## config.mk

```make
export PLATFORM = sky130hd
export DESIGN_NAME = shell_line_tokenizer_unit
export DESIGN_NICKNAME = d
export VERILOG_FILES = /design/src/hw/rtl/slt_pkg.sv /design/src/hw/rtl/slt_front.sv /design/src/hw/rtl/slt_queue.sv /design/src/hw/rtl/slt_back.sv /design/src/hw/rtl/shell_line_tokenizer_unit.sv
export VERILOG_INCLUDE_DIRS = /design/src /design/src/hw/rtl
export SDC_FILE = /design/constraint.sdc
export NUM_CORES = 1
export LEC_CHECK = 0
export BUFFER_PORTS_ARGS = -buffer_cell sky130_fd_sc_hd__buf_2
export CAP_MARGIN = 5
export CORE_MARGIN = 5
export CORE_UTILIZATION = 30
export CTS_CLUSTER_SIZE = 8
export DETAILED_ROUTE_END_ITERATION = 10
export GPL_TIMING_DRIVEN = 0
export PLACE_DENSITY_LB_ADDON = 0.15
export REMOVE_ABC_BUFFERS = 1
export SETUP_SLACK_MARGIN = 0.02
export SYNTH_ARGS = -nofsm -noshare
export SYNTH_HDL_FRONTEND = slang
export SYNTH_SLANG_ARGS = --single-unit
```

## constraint.sdc

```tcl
create_clock -name clk -period 4.5 [get_ports clk]
set_input_delay 0.225 -clock clk [delete_from_list [all_inputs] [get_ports clk]]
set_output_delay 0.225 -clock clk [all_outputs]
set_load 0.01 [all_outputs]
```

## src/hw/rtl/shell_line_tokenizer_unit_defines.svh

```systemverilog
// ----------------------------------------------------------------------------
// Shell line tokenizer assertion macros
// Shared concurrent assertion forms, clocked on clk and disabled in reset.
// ----------------------------------------------------------------------------
`ifndef SHELL_LINE_TOKENIZER_UNIT_DEFINES_SVH
`define SHELL_LINE_TOKENIZER_UNIT_DEFINES_SVH

// condition must never hold
`define SLT_ASSERT_NEVER(lbl, cond) \
  lbl: assert property (@(posedge clk) disable iff (!rst_n) !(cond)) \
    else $error("slt: forbidden condition");

// antecedent implies consequent in the next cycle
`define SLT_ASSERT_NEXT(lbl, ante, cons) \
  lbl: assert property (@(posedge clk) disable iff (!rst_n) (ante) |=> (cons)) \
    else $error("slt: expected follow-up missing");

`endif

```

## src/hw/rtl/slt_pkg.sv

```systemverilog
// ----------------------------------------------------------------------------
// Shell line tokenizer package
// Character codes, result and bundle types, queue sizing.
// ----------------------------------------------------------------------------
package slt_pkg;

  localparam logic [7:0] CH_NUL   = 8'h00;
  localparam logic [7:0] CH_LF    = 8'h0A;
  localparam logic [7:0] CH_SPACE = 8'h20;
  localparam logic [7:0] CH_QUOTE = 8'h22;
  localparam logic [7:0] CH_AMP   = 8'h26;
  localparam logic [7:0] CH_PIPE  = 8'h7C;
  localparam logic [7:0] CH_SEMI  = 8'h3B;
  localparam logic [7:0] CH_GT    = 8'h3E;
  localparam logic [7:0] CH_LT    = 8'h3C;
  localparam logic [7:0] CH_LPAR  = 8'h28;
  localparam logic [7:0] CH_RPAR  = 8'h29;

  localparam int RES_MAX = 3;
  localparam int CNT_W   = $clog2(RES_MAX + 1);
  localparam int Q_DEPTH = 2;
  localparam int QPTR_W  = (Q_DEPTH > 1) ? $clog2(Q_DEPTH) : 1;
  localparam int QCNT_W  = $clog2(Q_DEPTH + 1);

  typedef struct packed {
    logic [7:0] chr;
    logic       has_char;
    logic       token_end;
    logic       is_op;
    logic       line_end;
  } slt_res_t;

  typedef struct packed {
    slt_res_t [RES_MAX-1:0] res;
    logic [CNT_W-1:0]       cnt;
  } slt_bundle_t;

  function automatic slt_res_t mk_res(logic [7:0] chr, logic has_char, logic token_end,
                                      logic is_op, logic line_end);
    slt_res_t r;
    r.chr       = chr;
    r.has_char  = has_char;
    r.token_end = token_end;
    r.is_op     = is_op;
    r.line_end  = line_end;
    return r;
  endfunction

endpackage

```

## src/hw/rtl/slt_front.sv

```systemverilog
// ----------------------------------------------------------------------------
// Shell line tokenizer front end
// Accepts one byte per cycle unless the queue is full, tracks lexer state and builds a result bundle.
// ----------------------------------------------------------------------------
module slt_front (
  input  logic                 clk,
  input  logic                 rst_n,
  input  logic                 in_valid,
  output logic                 in_stall,
  input  logic [7:0]           in_char,
  input  logic                 q_full,
  output logic                 q_push,
  output slt_pkg::slt_bundle_t q_data
);
  import slt_pkg::*;
  `include "shell_line_tokenizer_unit_defines.svh"

  typedef enum logic [1:0] {
    M_IDLE  = 2'd0,
    M_WORD  = 2'd1,
    M_QUOTE = 2'd2,
    M_AFTER = 2'd3
  } lex_mode_t;

  lex_mode_t   mode_r, mode_nxt;
  logic [7:0]  held_r, held_nxt;
  logic        held_vld_r, held_vld_nxt;
  logic        word_open_r, word_open_nxt;
  logic [7:0]  spec_r, spec_nxt;
  logic        spec_vld_r, spec_vld_nxt;
  logic        in_acc;
  logic        is_eol;
  slt_bundle_t bnd;
  logic [CNT_W-1:0] n;

  assign in_stall = q_full;
  assign in_acc   = in_valid && !q_full;
  assign is_eol   = (in_char == CH_NUL) || (in_char == CH_LF);

  always_comb begin
    bnd           = '0;
    n             = '0;
    mode_nxt      = mode_r;
    held_nxt      = held_r;
    held_vld_nxt  = held_vld_r;
    word_open_nxt = word_open_r;
    spec_nxt      = spec_r;
    spec_vld_nxt  = spec_vld_r;
    if (spec_vld_r && in_char == spec_r) begin
      spec_vld_nxt = 1'b0;
      spec_nxt     = '0;
      bnd.res[n]   = mk_res(spec_r, 1'b1, 1'b0, 1'b1, 1'b0);
      n            = n + 1'b1;
      bnd.res[n]   = mk_res(in_char, 1'b1, 1'b1, 1'b1, 1'b0);
      n            = n + 1'b1;
    end else begin
      if (spec_vld_r) begin
        spec_vld_nxt = 1'b0;
        spec_nxt     = '0;
        bnd.res[n]   = mk_res(spec_r, 1'b1, 1'b1, 1'b1, 1'b0);
        n            = n + 1'b1;
      end
      if (is_eol || (mode_r != M_QUOTE && (in_char == CH_SPACE ||
          in_char inside {CH_AMP, CH_PIPE, CH_SEMI, CH_GT, CH_LT, CH_LPAR, CH_RPAR}))) begin
        // flush open word
        if (word_open_r) begin
          bnd.res[n] = held_vld_r ? mk_res(held_r, 1'b1, 1'b1, 1'b0, 1'b0)
                                  : mk_res(8'h00, 1'b0, 1'b1, 1'b0, 1'b0);
          n = n + 1'b1;
        end
        word_open_nxt = 1'b0;
        held_vld_nxt  = 1'b0;
        held_nxt      = '0;
        mode_nxt      = M_IDLE;
        if (is_eol) begin
          bnd.res[n] = mk_res(8'h00, 1'b0, 1'b0, 1'b0, 1'b1);
          n = n + 1'b1;
        end else if (in_char != CH_SPACE) begin
          spec_nxt     = in_char;
          spec_vld_nxt = 1'b1;
        end
      end else if (in_char == CH_QUOTE) begin
        word_open_nxt = 1'b1;
        mode_nxt      = (mode_r == M_QUOTE) ? M_AFTER : M_QUOTE;
      end else begin
        if (held_vld_r) begin
          bnd.res[n] = mk_res(held_r, 1'b1, 1'b0, 1'b0, 1'b0);
          n = n + 1'b1;
        end
        held_nxt      = in_char;
        held_vld_nxt  = 1'b1;
        word_open_nxt = 1'b1;
        if (mode_r != M_QUOTE) begin
          mode_nxt = M_WORD;
        end
      end
    end
    bnd.cnt = n;
  end

  assign q_push = in_acc && (bnd.cnt != '0);
  assign q_data = bnd;

  always_ff @(posedge clk) begin
    if (!rst_n) begin
      mode_r      <= M_IDLE;
      held_r      <= '0;
      held_vld_r  <= 1'b0;
      word_open_r <= 1'b0;
      spec_r      <= '0;
      spec_vld_r  <= 1'b0;
    end else if (in_acc) begin
      mode_r      <= mode_nxt;
      held_r      <= held_nxt;
      held_vld_r  <= held_vld_nxt;
      word_open_r <= word_open_nxt;
      spec_r      <= spec_nxt;
      spec_vld_r  <= spec_vld_nxt;
    end
  end

  `SLT_ASSERT_NEVER(a_held_needs_word, held_vld_r && !word_open_r)
  `SLT_ASSERT_NEXT(a_eol_idle, in_acc && is_eol,
                   mode_r == M_IDLE && !word_open_r && !held_vld_r && !spec_vld_r)

endmodule

```

## src/hw/rtl/slt_queue.sv

```systemverilog
// ----------------------------------------------------------------------------
// Shell line tokenizer bundle queue
// Short FIFO of result bundles between front end and back end.
// ----------------------------------------------------------------------------
module slt_queue (
  input  logic                 clk,
  input  logic                 rst_n,
  input  logic                 push,
  input  slt_pkg::slt_bundle_t push_data,
  output logic                 full,
  input  logic                 pop,
  output slt_pkg::slt_bundle_t head,
  output logic                 empty
);
  import slt_pkg::*;
  `include "shell_line_tokenizer_unit_defines.svh"

  slt_bundle_t        mem_r [Q_DEPTH];
  logic [QPTR_W-1:0]  wr_ptr_r, rd_ptr_r;
  logic [QCNT_W-1:0]  cnt_r;

  function automatic logic [QPTR_W-1:0] ptr_inc(logic [QPTR_W-1:0] p);
    return (p == QPTR_W'(Q_DEPTH - 1)) ? '0 : p + 1'b1;
  endfunction

  assign full  = (cnt_r == QCNT_W'(Q_DEPTH));
  assign empty = (cnt_r == '0);
  assign head  = mem_r[rd_ptr_r];

  always_ff @(posedge clk) begin
    if (push) begin
      mem_r[wr_ptr_r] <= push_data;
    end
  end

  always_ff @(posedge clk) begin
    if (!rst_n) begin
      wr_ptr_r <= '0;
      rd_ptr_r <= '0;
      cnt_r    <= '0;
    end else begin
      if (push) begin
        wr_ptr_r <= ptr_inc(wr_ptr_r);
      end
      if (pop) begin
        rd_ptr_r <= ptr_inc(rd_ptr_r);
      end
      if (push && !pop) begin
        cnt_r <= cnt_r + 1'b1;
      end else if (pop && !push) begin
        cnt_r <= cnt_r - 1'b1;
      end
    end
  end

  `SLT_ASSERT_NEVER(a_no_overflow, push && full)
  `SLT_ASSERT_NEVER(a_no_underflow, pop && empty)

endmodule

```

## src/hw/rtl/slt_back.sv

```systemverilog
// ----------------------------------------------------------------------------
// Shell line tokenizer back end
// Unpacks bundles into single result transactions through an output register.
// ----------------------------------------------------------------------------
module slt_back (
  input  logic                 clk,
  input  logic                 rst_n,
  input  slt_pkg::slt_bundle_t q_head,
  input  logic                 q_empty,
  output logic                 q_pop,
  output logic                 out_valid,
  input  logic                 out_stall,
  output slt_pkg::slt_res_t    out_res
);
  import slt_pkg::*;
  `include "shell_line_tokenizer_unit_defines.svh"

  slt_res_t [RES_MAX-1:0] cur_r;
  logic [CNT_W-1:0]       rem_r;
  logic                   out_valid_r;
  slt_res_t               out_res_r;
  logic                   adv;

  assign adv       = !out_valid_r || !out_stall;
  assign q_pop     = adv && (rem_r == '0) && !q_empty;
  assign out_valid = out_valid_r;
  assign out_res   = out_res_r;

  always_ff @(posedge clk) begin
    if (!rst_n) begin
      out_valid_r <= 1'b0;
      rem_r       <= '0;
    end else if (adv) begin
      if (rem_r != '0) begin
        out_valid_r <= 1'b1;
        rem_r       <= rem_r - 1'b1;
      end else if (!q_empty) begin
        out_valid_r <= 1'b1;
        rem_r       <= q_head.cnt - 1'b1;
      end else begin
        out_valid_r <= 1'b0;
      end
    end
  end

  always_ff @(posedge clk) begin
    if (adv) begin
      if (rem_r != '0) begin
        out_res_r <= cur_r[0];
        cur_r     <= cur_r >> $bits(slt_res_t);
      end else if (!q_empty) begin
        out_res_r <= q_head.res[0];
        cur_r     <= q_head.res >> $bits(slt_res_t);
      end
    end
  end

  `SLT_ASSERT_NEVER(a_pop_when_drained, q_pop && rem_r != '0)
  `SLT_ASSERT_NEXT(a_hold_on_stall, out_valid_r && out_stall,
                   out_valid_r && $stable(rem_r))

endmodule

```

## src/hw/rtl/shell_line_tokenizer_unit.sv

```systemverilog
// ----------------------------------------------------------------------------
// Shell line tokenizer unit
// Splits a command line, one byte per transaction, into token byte results.
// ----------------------------------------------------------------------------
// Accepts one input byte every cycle unless the input stalls. Each byte yields
// zero to three result transactions; these leave one per cycle from an output
// register while out_stall is low, so a byte that yields two or three results
// holds the result side until all of them have left. A two-entry bundle queue
// between the classifying front end and the unpacking back end absorbs those
// bursts and output stalls; the input stalls only while the queue is full.
module shell_line_tokenizer_unit (
  input  logic       clk,
  input  logic       rst_n,
  input  logic       in_valid,
  output logic       in_stall,
  input  logic [7:0] in_char,
  output logic       out_valid,
  input  logic       out_stall,
  output logic [7:0] out_char,
  output logic       out_has_char,
  output logic       out_token_end,
  output logic       out_is_operator,
  output logic       out_line_end
);
  import slt_pkg::*;

  slt_bundle_t push_data;
  slt_bundle_t head;
  logic        push, pop, full, empty;
  slt_res_t    res;

  slt_front u_front (
    .clk      (clk),
    .rst_n    (rst_n),
    .in_valid (in_valid),
    .in_stall (in_stall),
    .in_char  (in_char),
    .q_full   (full),
    .q_push   (push),
    .q_data   (push_data)
  );

  slt_queue u_queue (
    .clk       (clk),
    .rst_n     (rst_n),
    .push      (push),
    .push_data (push_data),
    .full      (full),
    .pop       (pop),
    .head      (head),
    .empty     (empty)
  );

  slt_back u_back (
    .clk       (clk),
    .rst_n     (rst_n),
    .q_head    (head),
    .q_empty   (empty),
    .q_pop     (pop),
    .out_valid (out_valid),
    .out_stall (out_stall),
    .out_res   (res)
  );

  assign out_char        = res.chr;
  assign out_has_char    = res.has_char;
  assign out_token_end   = res.token_end;
  assign out_is_operator = res.is_op;
  assign out_line_end    = res.line_end;

endmodule
```

==> results of run 1 <==
sequential cells by signal, summed over array words and instances, names as in the netlist, named ones only:
| register | cells |
|---|---|
| u_front.mode_r | 2 |
| u_back.rem_r | 2 |
| u_queue.cnt_r | 2 |
| u_queue.rd_ptr_r | 1 |
| u_front.word_open_r | 1 |
| u_back.out_valid | 1 |
| u_front.held_r | 8 |
| u_queue.wr_ptr_r | 1 |
| u_front.spec_vld_r | 1 |
| u_back.cur_r | 13 |
| u_back.out_res | 12 |
| u_front.spec_r | 8 |
| u_queue.mem_r | 54 |
| u_front.held_vld_r | 1 |
worst max path at each step:
stage,slack [ns],to,cells past startpoint,startpoint
global route,1.10,u_queue.mem_r[0][8]$_DFFE_PP_,7,u_front.spec_vld_r$_SDFFE_PN0P_
CTS,1.25,u_queue.cnt_r[1]$_SDFFE_PN0P_,9,u_front.spec_vld_r$_SDFFE_PN0P_
detailed placement,1.11,u_queue.mem_r[0][9]$_DFFE_PP_,9,in_char[0]
finish,1.24,u_queue.cnt_r[1]$_SDFFE_PN0P_,9,u_front.spec_vld_r$_SDFFE_PN0P_
floorplan,0.39,u_queue.mem_r[0][0]$_DFFE_PP_,7,in_char[0]
global placement,-1.47,u_queue.mem_r[0][7]$_DFFE_PP_,8,in_char[0]
cell usage in the layout, fill, tap and decap left out, types with 6 or more instances in the layout:
| cell | n |
|---|---|
| o21ai_0 | 19 |
| inv_1 | 6 |
| nor2b_1 | 18 |
| clkbuf_16 | 9 |
| ha_1 | 9 |
| nand3_1 | 7 |
| nor3_1 | 8 |
| a22o_1 | 16 |
| a22oi_1 | 16 |
| buf_2 | 25 |
| edfxtp_1 | 79 |
| mux2i_1 | 29 |
| dfxtp_1 | 28 |
| nand2_1 | 35 |
| nor2_1 | 27 |
| xnor2_1 | 9 |
worst reg2reg max path, delay by kind of cell, from the launching register on:
kind | cells | cell delay (ns)
AO/OA/AOI/OAI | 3 | 0.76
AND/OR/NAND/NOR | 3 | 0.71
flip-flops | 1 | 0.71
adder cells (fa/ha/maj) | 2 | 0.72
buffers and inverters | 1 | 0.31
power breakdown:
part | total (mW) | switching (mW) | internal (mW)
Sequential | 1.42 | 0.0712 | 1.35
Combinational | 0.703 | 0.421 | 0.282
Clock | 0.735 | 0.358 | 0.376
synthesized netlist by cell type (all sizes together):
library cell / instances / area (um^2)
xor2: 4 / 35.0
o22ai: 2 / 32.5
nor3: 9 / 45.0
and2b: 1 / 8.76
nand4: 2 / 12.5
a21boi: 5 / 37.5
a21oi: 5 / 25.0
a31oi: 1 / 6.26
o311a: 1 / 11.3
nand3: 7 / 35.0
or2: 1 / 6.26
and3: 6 / 38.8
ha: 9 / 113
o41ai: 1 / 8.76
o211ai: 1 / 7.51
or3: 2 / 12.5
nor4b: 2 / 38.8
nand2b: 5 / 33.8
edfxtp: 79 / 2370
nand2: 35 / 131
mux2i: 29 / 290
or3b: 1 / 8.76
o21a: 2 / 16.3
a22o: 16 / 140
dfxtp: 29 / 581
a32oi: 1 / 8.76
clkbuf: 13 / 48.8
nor2b: 18 / 113
a22oi: 16 / 120
a211oi: 1 / 7.51
nor4: 2 / 42.5
o311ai: 1 / 8.76
inv: 6 / 22.5
or4: 2 / 22.5
xnor2: 9 / 78.8
and2: 5 / 31.3
nor2: 28 / 105
buf: 7 / 52.6
a21o: 1 / 7.51
nand3b: 1 / 7.51
or4b: 2 / 20.0
o21ai: 20 / 100
nor3b: 1 / 7.51
metal layers:
metal  wire length (um)  part of all wire  vias up  GRT usage
li1                   -                 -     1479          -
met1               4780              0.49     1415      0.153
met2               4610              0.47       33      0.175
met3                237             0.024       14     0.0197
met4                181             0.018        0     0.0449
met5                  0                 0        -          0
cell type report:
cell class              instances  area [um^2]
clock buffers                  10          229
clock inverters                 6         38.8
fillers                      1593        10400
inverters                       6         22.5
multi-input cells             255         1800
flip-flops and latches        108         2950
well taps                     216          270
repair buffers                 30          215
cells by family (layout without fill, tap and decap cells):
group,count (synthesis),in the layout,share of synthesized area
XOR/XNOR,13,13,0.0235
AO/OA/AOI/OAI,74,74,0.111
flip-flops,108,108,0.609
AND/OR/NAND/NOR,130,130,0.149
adder cells (fa/ha/maj),9,9,0.0232
buffers and inverters,26,52,0.0255
multiplexers,29,29,0.0598
==> flow_summary.toml, run 1 <==
[timing]
rsz0062_at_grt = "no"
tns_ns = 0
holdWs_ns = 0.187
finalCritPeriodShare = 0.725
max_slew_margin = 0.389
clock_skew_ns = 0.00957
fmax_mhz = 306
post-route-min-period_ns = 3.26
hold_viol = 0
tightestPinTransition_ns = 0.913
fin_ws_ns = 1.24
setup_viol = 0
drv_slew = 0

[die]
die_y_um = 137
ios = 26
coreArea_mm2 = 0.0159
initial_core_util = 0.305
die_x_um = 137
rows = 46
die_area_mm2 = 0.0188

[critical_path]
cp_top_family = "compound AO/OA/AOI/OAI gates"
endpoint_kind = "flip-flop"
path_max_fanout = 14
worstSetupPathType = "reg -> reg"
cpPeakStageDelay_ns = 0.71
r2r_end = "u_queue.cnt_r[1]$_SDFFE_PN0P_"
worstPathCellList = "inv_1 -> ha_1 -> o311a_2 -> o22ai_2 -> and3_2 -> nor2_1 -> ha_1 -> or3_1 -> a21boi_0"
crit_top_cell = "ha_1"
timing.rr.start = "u_front.spec_vld_r$_SDFFE_PN0P_"
path_buf_inv = 1
cp-start-kind = "flip-flop"
cp.arrival_ns = 3.54
r2r_cells = 9
slowest_stage = "dfxtp_1"
cp.required_ns = 4.78
r2r_setup_slack_ns = 1.24

[finish]
layoutNonFillerInstCount = 631
area_growth_pct = 14.0
final_area_mm2 = 0.00553
n_antenna_cell = 0
post-route-util = 0.348
final_layout_size_suffix_gt1_frac = 0.149
layout.nets = 431

[cts]
cts_resized = 0
cts_max_level = 3
clock_path_buffers = 2
numCtsBuffers = 9
cts_tree = "yes"
root_buffer = "clkbuf_16"
cts_hold_buffers = 0
postCtsSetupBuffers = 0
clock-sinks = 108
clk_latency_ns = 0.35
cts.clk_slew.worst_paths_ns = 0.07

[detailed_routing]
vias = 2941
drc = 0
viasPerCell = 4.66
postRouteWirelength_um = 9810
drt-initial-drc-count = 109
ant_nets = 0
wire_per_inst_um = 15.5
dr.pass1.iters = 4

[status]
status = "finished, final reports clean"

[synth]
ys_seq_elements = 108
syn_inst = 389
netlist_area_mm2 = 0.00485
yosysSeqAreaShare = 0.609
synth_cell_types = 51
yosys_warnings = 0
syn_area_per_cell_um2 = 12.5

[power]
p_leak_nw = 1.90
ir_drop_mv = 0.218
power.total_mw = 2.86
p_per_area_mw_per_mm2 = 516

[place]
gp_congestion = 0.799
dp_hpwl_um = 6690
numPortBuffers = 25
place_ws_ns = 1.11
place_area_mm2 = 0.00526
placed_cells = 615

[grt]
grt_pass1_vias = 2919
grt_pass1_wl_um = 16000
grt_max_degree = 32
grt-ovfl-total = 0
antenna_found_initial = 0
grt_usage = 0.112

[min_path]
min_from = "out_stall"
min_delay_path_depth = 3
hold_path.class = "in -> reg"
min_to = "u_back.out_valid$_SDFFE_PN0N_"

[run]
max-cap-violations = 0
No activity file was read; power rests on OpenSTA's default activity.
==> inputs of run 2 (changes only) <==
==> constraint.sdc (replaced) <==
create_clock -name clk -period 2.76 [get_ports clk]
set_input_delay 0.138 -clock clk [delete_from_list [all_inputs] [get_ports clk]]
set_output_delay 0.138 -clock clk [all_outputs]
set_load 0.01 [all_outputs]
==> run 2 against run 1 <==
Against the previous run: final cell count increased by 2.1%; critical endpoint unchanged; first-iteration DRC count increased by 4.6%; critical path type unchanged; wire length increased by 2.4%; critical path depth increased by 2; fmax increased by 20%; highest routed layer unchanged.
==> flow_summary.toml, run 2 (synthesis gave the netlist of run 1 again) <==
[status]
status = "finished, final reports clean"

[timing]
clock_skew_ns = 0.00514
rsz0062_at_grt = "yes"
max_slew_margin = 0.562
finalCritPeriodShare = 0.986
hold_viol = 0
setup_viol = 0
post-route-min-period_ns = 2.72
drv_slew = 0
fmax_mhz = 368
holdWs_ns = 0.102
tightestPinTransition_ns = 0.655

[critical_path]
cp_top_family = "simple AND/OR/NAND/NOR gates"
cp.required_ns = 3.04
slowest_stage = "or4b_4"
endpoint_kind = "flip-flop"
cpPeakStageDelay_ns = 0.47
path_buf_inv = 0
cp.arrival_ns = 3.00
worstPathCellList = "nand2b_4 -> or4b_4 -> o22ai_4 -> mux2i_1 -> o21a_2 -> and3_4 -> nor2_2 -> ha_2 -> xor2_1 -> or3_1 -> a21boi_1"
worstSetupPathType = "reg -> reg"
cp-start-kind = "flip-flop"
path_max_fanout = 4

[detailed_routing]
drt-initial-drc-count = 114
drc = 0
viasPerCell = 4.65
dr.pass1.iters = 4
wire_per_inst_um = 15.6
postRouteWirelength_um = 10000
ant_nets = 0
vias = 2993

[power]
intPower_mw = 3.30
p_per_area_mw_per_mm2 = 826
power.clock.fraction = 0.254
p_sw_mw = 1.40
netSwitchingFraction = 0.298
combPwrFrac = 0.255
p_leak_nw = 1.98
ir_drop_mv = 0.369
pwr-share-seq = 0.492

[die]
die_y_um = 137
die_area_mm2 = 0.0188
coreArea_mm2 = 0.0159
die_x_um = 137
ios = 26
rows = 46
initial_core_util = 0.305

[cts]
numCtsBuffers = 9
cts.clk_slew.worst_paths_ns = 0.07
root_buffer = "clkbuf_16"
cts_max_level = 3
clk_latency_ns = 0.35
cts_tree = "yes"
clock-sinks = 108
clock_path_buffers = 2

[min_path]
hold_path.class = "in -> reg"

[finish]
largest_register_ffs = 54
final_common_cell = "edfxtp_1"
regMostFlops = "u_queue.mem_r"
final_area_mm2 = 0.00569
post-route-util = 0.358
area_growth_pct = 17.3
n_antenna_cell = 0
final_layout_size_suffix_gt1_frac = 0.194
most-common-layout-cells = "79 x edfxtp_1, 35 x nand2_1, 29 x mux2i_1"
layout.nets = 444

[place]
gp_congestion = 0.799
numPortBuffers = 25
place_area_mm2 = 0.00526
dp_hpwl_um = 6690

[grt]
grt_pass1_vias = 2941
grt_pass1_wl_um = 16100
antenna_found_initial = 0
grt_max_degree = 32
grt_usage = 0.112
grt-ovfl-total = 0

[run]
max-cap-violations = 0
[run 2: power by group through the flow]
stage,logic (mW),registers (mW),clock network (mW)
finish,1.20,2.31,1.19
global placement,0.985,2.40,0
global route,1.34,2.35,1.29
floorplan,0.608,2.43,0
detailed placement,1.19,2.35,0
CTS,1.20,2.32,1.23
[run 2: path summary, 6_finish.rpt]
path	depth (start not counted)	endpoint	slack, ns	start
min	3	u_back.out_valid$_SDFFE_PN0N_	0.10	out_stall
min reg2reg	2	u_front.mode_r[0]$_SDFFE_PN0P_	0.51	u_front.mode_r[0]$_SDFFE_PN0P_
max	11	u_queue.cnt_r[1]$_SDFFE_PN0P_	0.04	u_front.mode_r[0]$_SDFFE_PN0P_
max reg2reg	11	u_queue.cnt_r[1]$_SDFFE_PN0P_	0.04	u_front.mode_r[0]$_SDFFE_PN0P_
[run 2: stage by stage]
stage,power (mW),TNS (ns),std cells,worst slack [ns]
2_1_floorplan,3.04,-60.02,369,-1.26
3_3_place_gp,3.39,-191.38,610,-3.13
3_5_place_dp,3.54,-28.80,615,-0.542
4_1_cts,4.75,-1.21,635,-0.0534
5_1_grt,4.98,-0.0705,644,-0.0705
6_report,4.70,0,644,0.0390
[run 2: worst reg2reg max path: stages, from the launching register on]
cell	delay [ns]
dfxtp_2	0.34
nand2b_4	0.13
or4b_4	0.47
o22ai_4	0.23
mux2i_1	0.21
o21a_2	0.16
and3_4	0.26
nor2_2	0.05
ha_2	0.18
xor2_1	0.15
or3_1	0.36
a21boi_1	0.12
[run 2: metal layers]
layer,vias to the layer above,global-route usage,part of all wire
met4,0,0.0449,0.016
met5,-,0,0
li1,1513,-,-
met1,1440,0.154,0.49
met3,10,0.0197,0.024
met2,30,0.177,0.47
[run 2: layout make-up]
cell class | count | area [um^2]
Fill cell | 1575 | 10200
Sequential cell | 108 | 2960
Multi-Input combinational cell | 256 | 1850
Timing Repair Buffer | 42 | 318
Tap cell | 216 | 270
Clock buffer | 10 | 229
Clock inverter | 6 | 38.8
Inverter | 6 | 26.3
[run 2: repair_timing]
item                                   CTS  global route
endpoints found under the hold margin    0             0
hold buffers                             0             0
buffers inserted                         4             8
cloned                                   0             1
setup endpoints to repair               56            90
resized for setup                        8             6
pin swaps                                2             5
==> inputs of run 3 (changes only) <==
--- a/config.mk
+++ b/config.mk
@@ -13,6 +13,7 @@
 export CTS_CLUSTER_SIZE = 8
 export DETAILED_ROUTE_END_ITERATION = 10
 export GPL_TIMING_DRIVEN = 0
+export MAX_ROUTING_LAYER = met4
 export PLACE_DENSITY_LB_ADDON = 0.15
 export REMOVE_ABC_BUFFERS = 1
 export SETUP_SLACK_MARGIN = 0.02
==> run 3 against run 2 <==
Against the previous run: final cell count unchanged; die area unchanged; sequential share of layout area unchanged; register-to-register slack about the same.
==> flow_summary.toml, run 3 (synthesis gave the netlist of run 1 again) <==
[place]
gp_congestion = 0.810
dp_hpwl_um = 6690
numPortBuffers = 25
place_ws_ns = -0.542

[detailed_routing]
dr.pass1.iters = 4
wire_per_inst_um = 15.6
viasPerCell = 4.67
vias = 3005
drt-initial-drc-count = 151
drc = 0
ant_nets = 0
postRouteWirelength_um = 10000

[cts]
cts_hold_buffers = 0
clock-sinks = 108
root_buffer = "clkbuf_16"
clk_latency_ns = 0.34
cts_max_level = 3
cts.clk_slew.worst_paths_ns = 0.07
numCtsBuffers = 9
cts_tree = "yes"
clock_path_buffers = 2

[timing]
max_slew_margin = 0.561
hold_viol = 0
tightestPinTransition_ns = 0.656
drv_slew = 0
tns_ns = 0
fmax_mhz = 368
setup_viol = 0
post-route-min-period_ns = 2.72
rsz0062_at_grt = "yes"
clock_skew_ns = 0.00625
finalCritPeriodShare = 0.985
fin_ws_ns = 0.0411

[finish]
area_growth_pct = 17.3
n_antenna_cell = 0
largest_register_ffs = 54
regMostFlops = "u_queue.mem_r"
final_common_cell = "edfxtp_1"
fillers = 1575
layout.nets = 444
most-common-layout-cells = "79 x edfxtp_1, 35 x nand2_1, 29 x mux2i_1"
final_layout_size_suffix_gt1_frac = 0.194

[grt]
antenna_found_initial = 0
grt-ovfl-total = 0
grt_pass1_vias = 2936
grt_max_degree = 32
grt_usage = 0.116
grt_pass1_wl_um = 16100

[critical_path]
worstSetupPathType = "reg -> reg"
cp.required_ns = 3.03
endpoint_kind = "flip-flop"
path_max_fanout = 4
r2r_setup_slack_ns = 0.04
cp.arrival_ns = 2.99
cp-start-kind = "flip-flop"

[die]
ios = 26
coreArea_mm2 = 0.0159
die_area_mm2 = 0.0188
rows = 46
die_x_um = 137
die_y_um = 137
initial_core_util = 0.305

[power]
p_leak_nw = 1.98
p_per_area_mw_per_mm2 = 825
ir_drop_mv = 0.366

[run]
max-cap-violations = 0

[status]
status = "finished, final reports clean"

[min_path]
hold_path.class = "in -> reg"
## run 3: timing repair
item	CTS	global route
setup endpoints to repair	56	90
pin swaps	2	5
resized for setup	8	6
gates cloned	0	1
setup buffers	4	8
## run 3: path summary, 6_finish.rpt
kind	cells after the start	to	start
setup reg to reg	11	u_queue.cnt_r[1]$_SDFFE_PN0P_	u_front.mode_r[0]$_SDFFE_PN0P_
setup / recovery	11	u_queue.cnt_r[1]$_SDFFE_PN0P_	u_front.mode_r[0]$_SDFFE_PN0P_
hold reg to reg	2	u_front.mode_r[0]$_SDFFE_PN0P_	u_front.mode_r[0]$_SDFFE_PN0P_
hold / removal	3	u_back.out_valid$_SDFFE_PN0N_	out_stall
## run 3: per-stage QoR
| stage | instance area (um^2) | power (mW) | hold WS (ns) | instances | utilization |
|---|---|---|---|---|---|
| 3_3_place_gp | 5150 | 3.39 | 0.435 | 610 | 0.324 |
| 4_1_cts | 5590 | 4.75 | 0.0937 | 635 | 0.352 |
| 5_1_grt | 5690 | 4.98 | 0.100 | 644 | 0.358 |
| 2_1_floorplan | 4750 | 3.04 | 0.256 | 369 | - |
| 3_5_place_dp | 5260 | 3.54 | 0.465 | 615 | 0.331 |
| 6_report | 5690 | 4.70 | 0.109 | 644 | 0.358 |
## run 3: cell type report
type / count / area (um^2) / area share
Clock buffer: 10 / 229 / 0.0402
Clock inverter: 6 / 38.8 / 0.00682
Inverter: 6 / 26.3 / 0.00462
Multi-Input combinational cell: 256 / 1850 / 0.325
Sequential cell: 108 / 2960 / 0.520
Tap cell: 216 / 270 / 0.0475
Timing Repair Buffer: 42 / 318 / 0.0559
## run 3: worst max-delay path, stage by stage (launching register included)
cell and delay [ns]:
dfxtp_2 0.34, nand2b_4 0.13, or4b_4 0.47, o22ai_4 0.23, mux2i_1 0.21, o21a_2 0.16, and3_4 0.26, nor2_2 0.05
ha_2 0.18, xor2_1 0.15, or3_1 0.36, a21boi_1 0.12
## run 3: where the power goes
part | internal [mW] | switching (mW) | total (mW) | leakage [nW]
sequential | 2.19 | 0.117 | 2.31 | 0.977
combinational | 0.491 | 0.705 | 1.20 | 0.870
clock | 0.613 | 0.574 | 1.19 | 0.131
total | 3.30 | 1.40 | 4.70 | 1.98
## run 3: layer usage
| layer | global-route usage | vias to the layer above | share of wire |
|---|---|---|---|
| li1 | - | 1515 | - |
| met1 | 0.155 | 1448 | 0.49 |
| met2 | 0.177 | 31 | 0.47 |
| met3 | 0.0208 | 11 | 0.022 |
| met4 | 0.0416 | 0 | 0.015 |
| met5 | - | - | 0 |
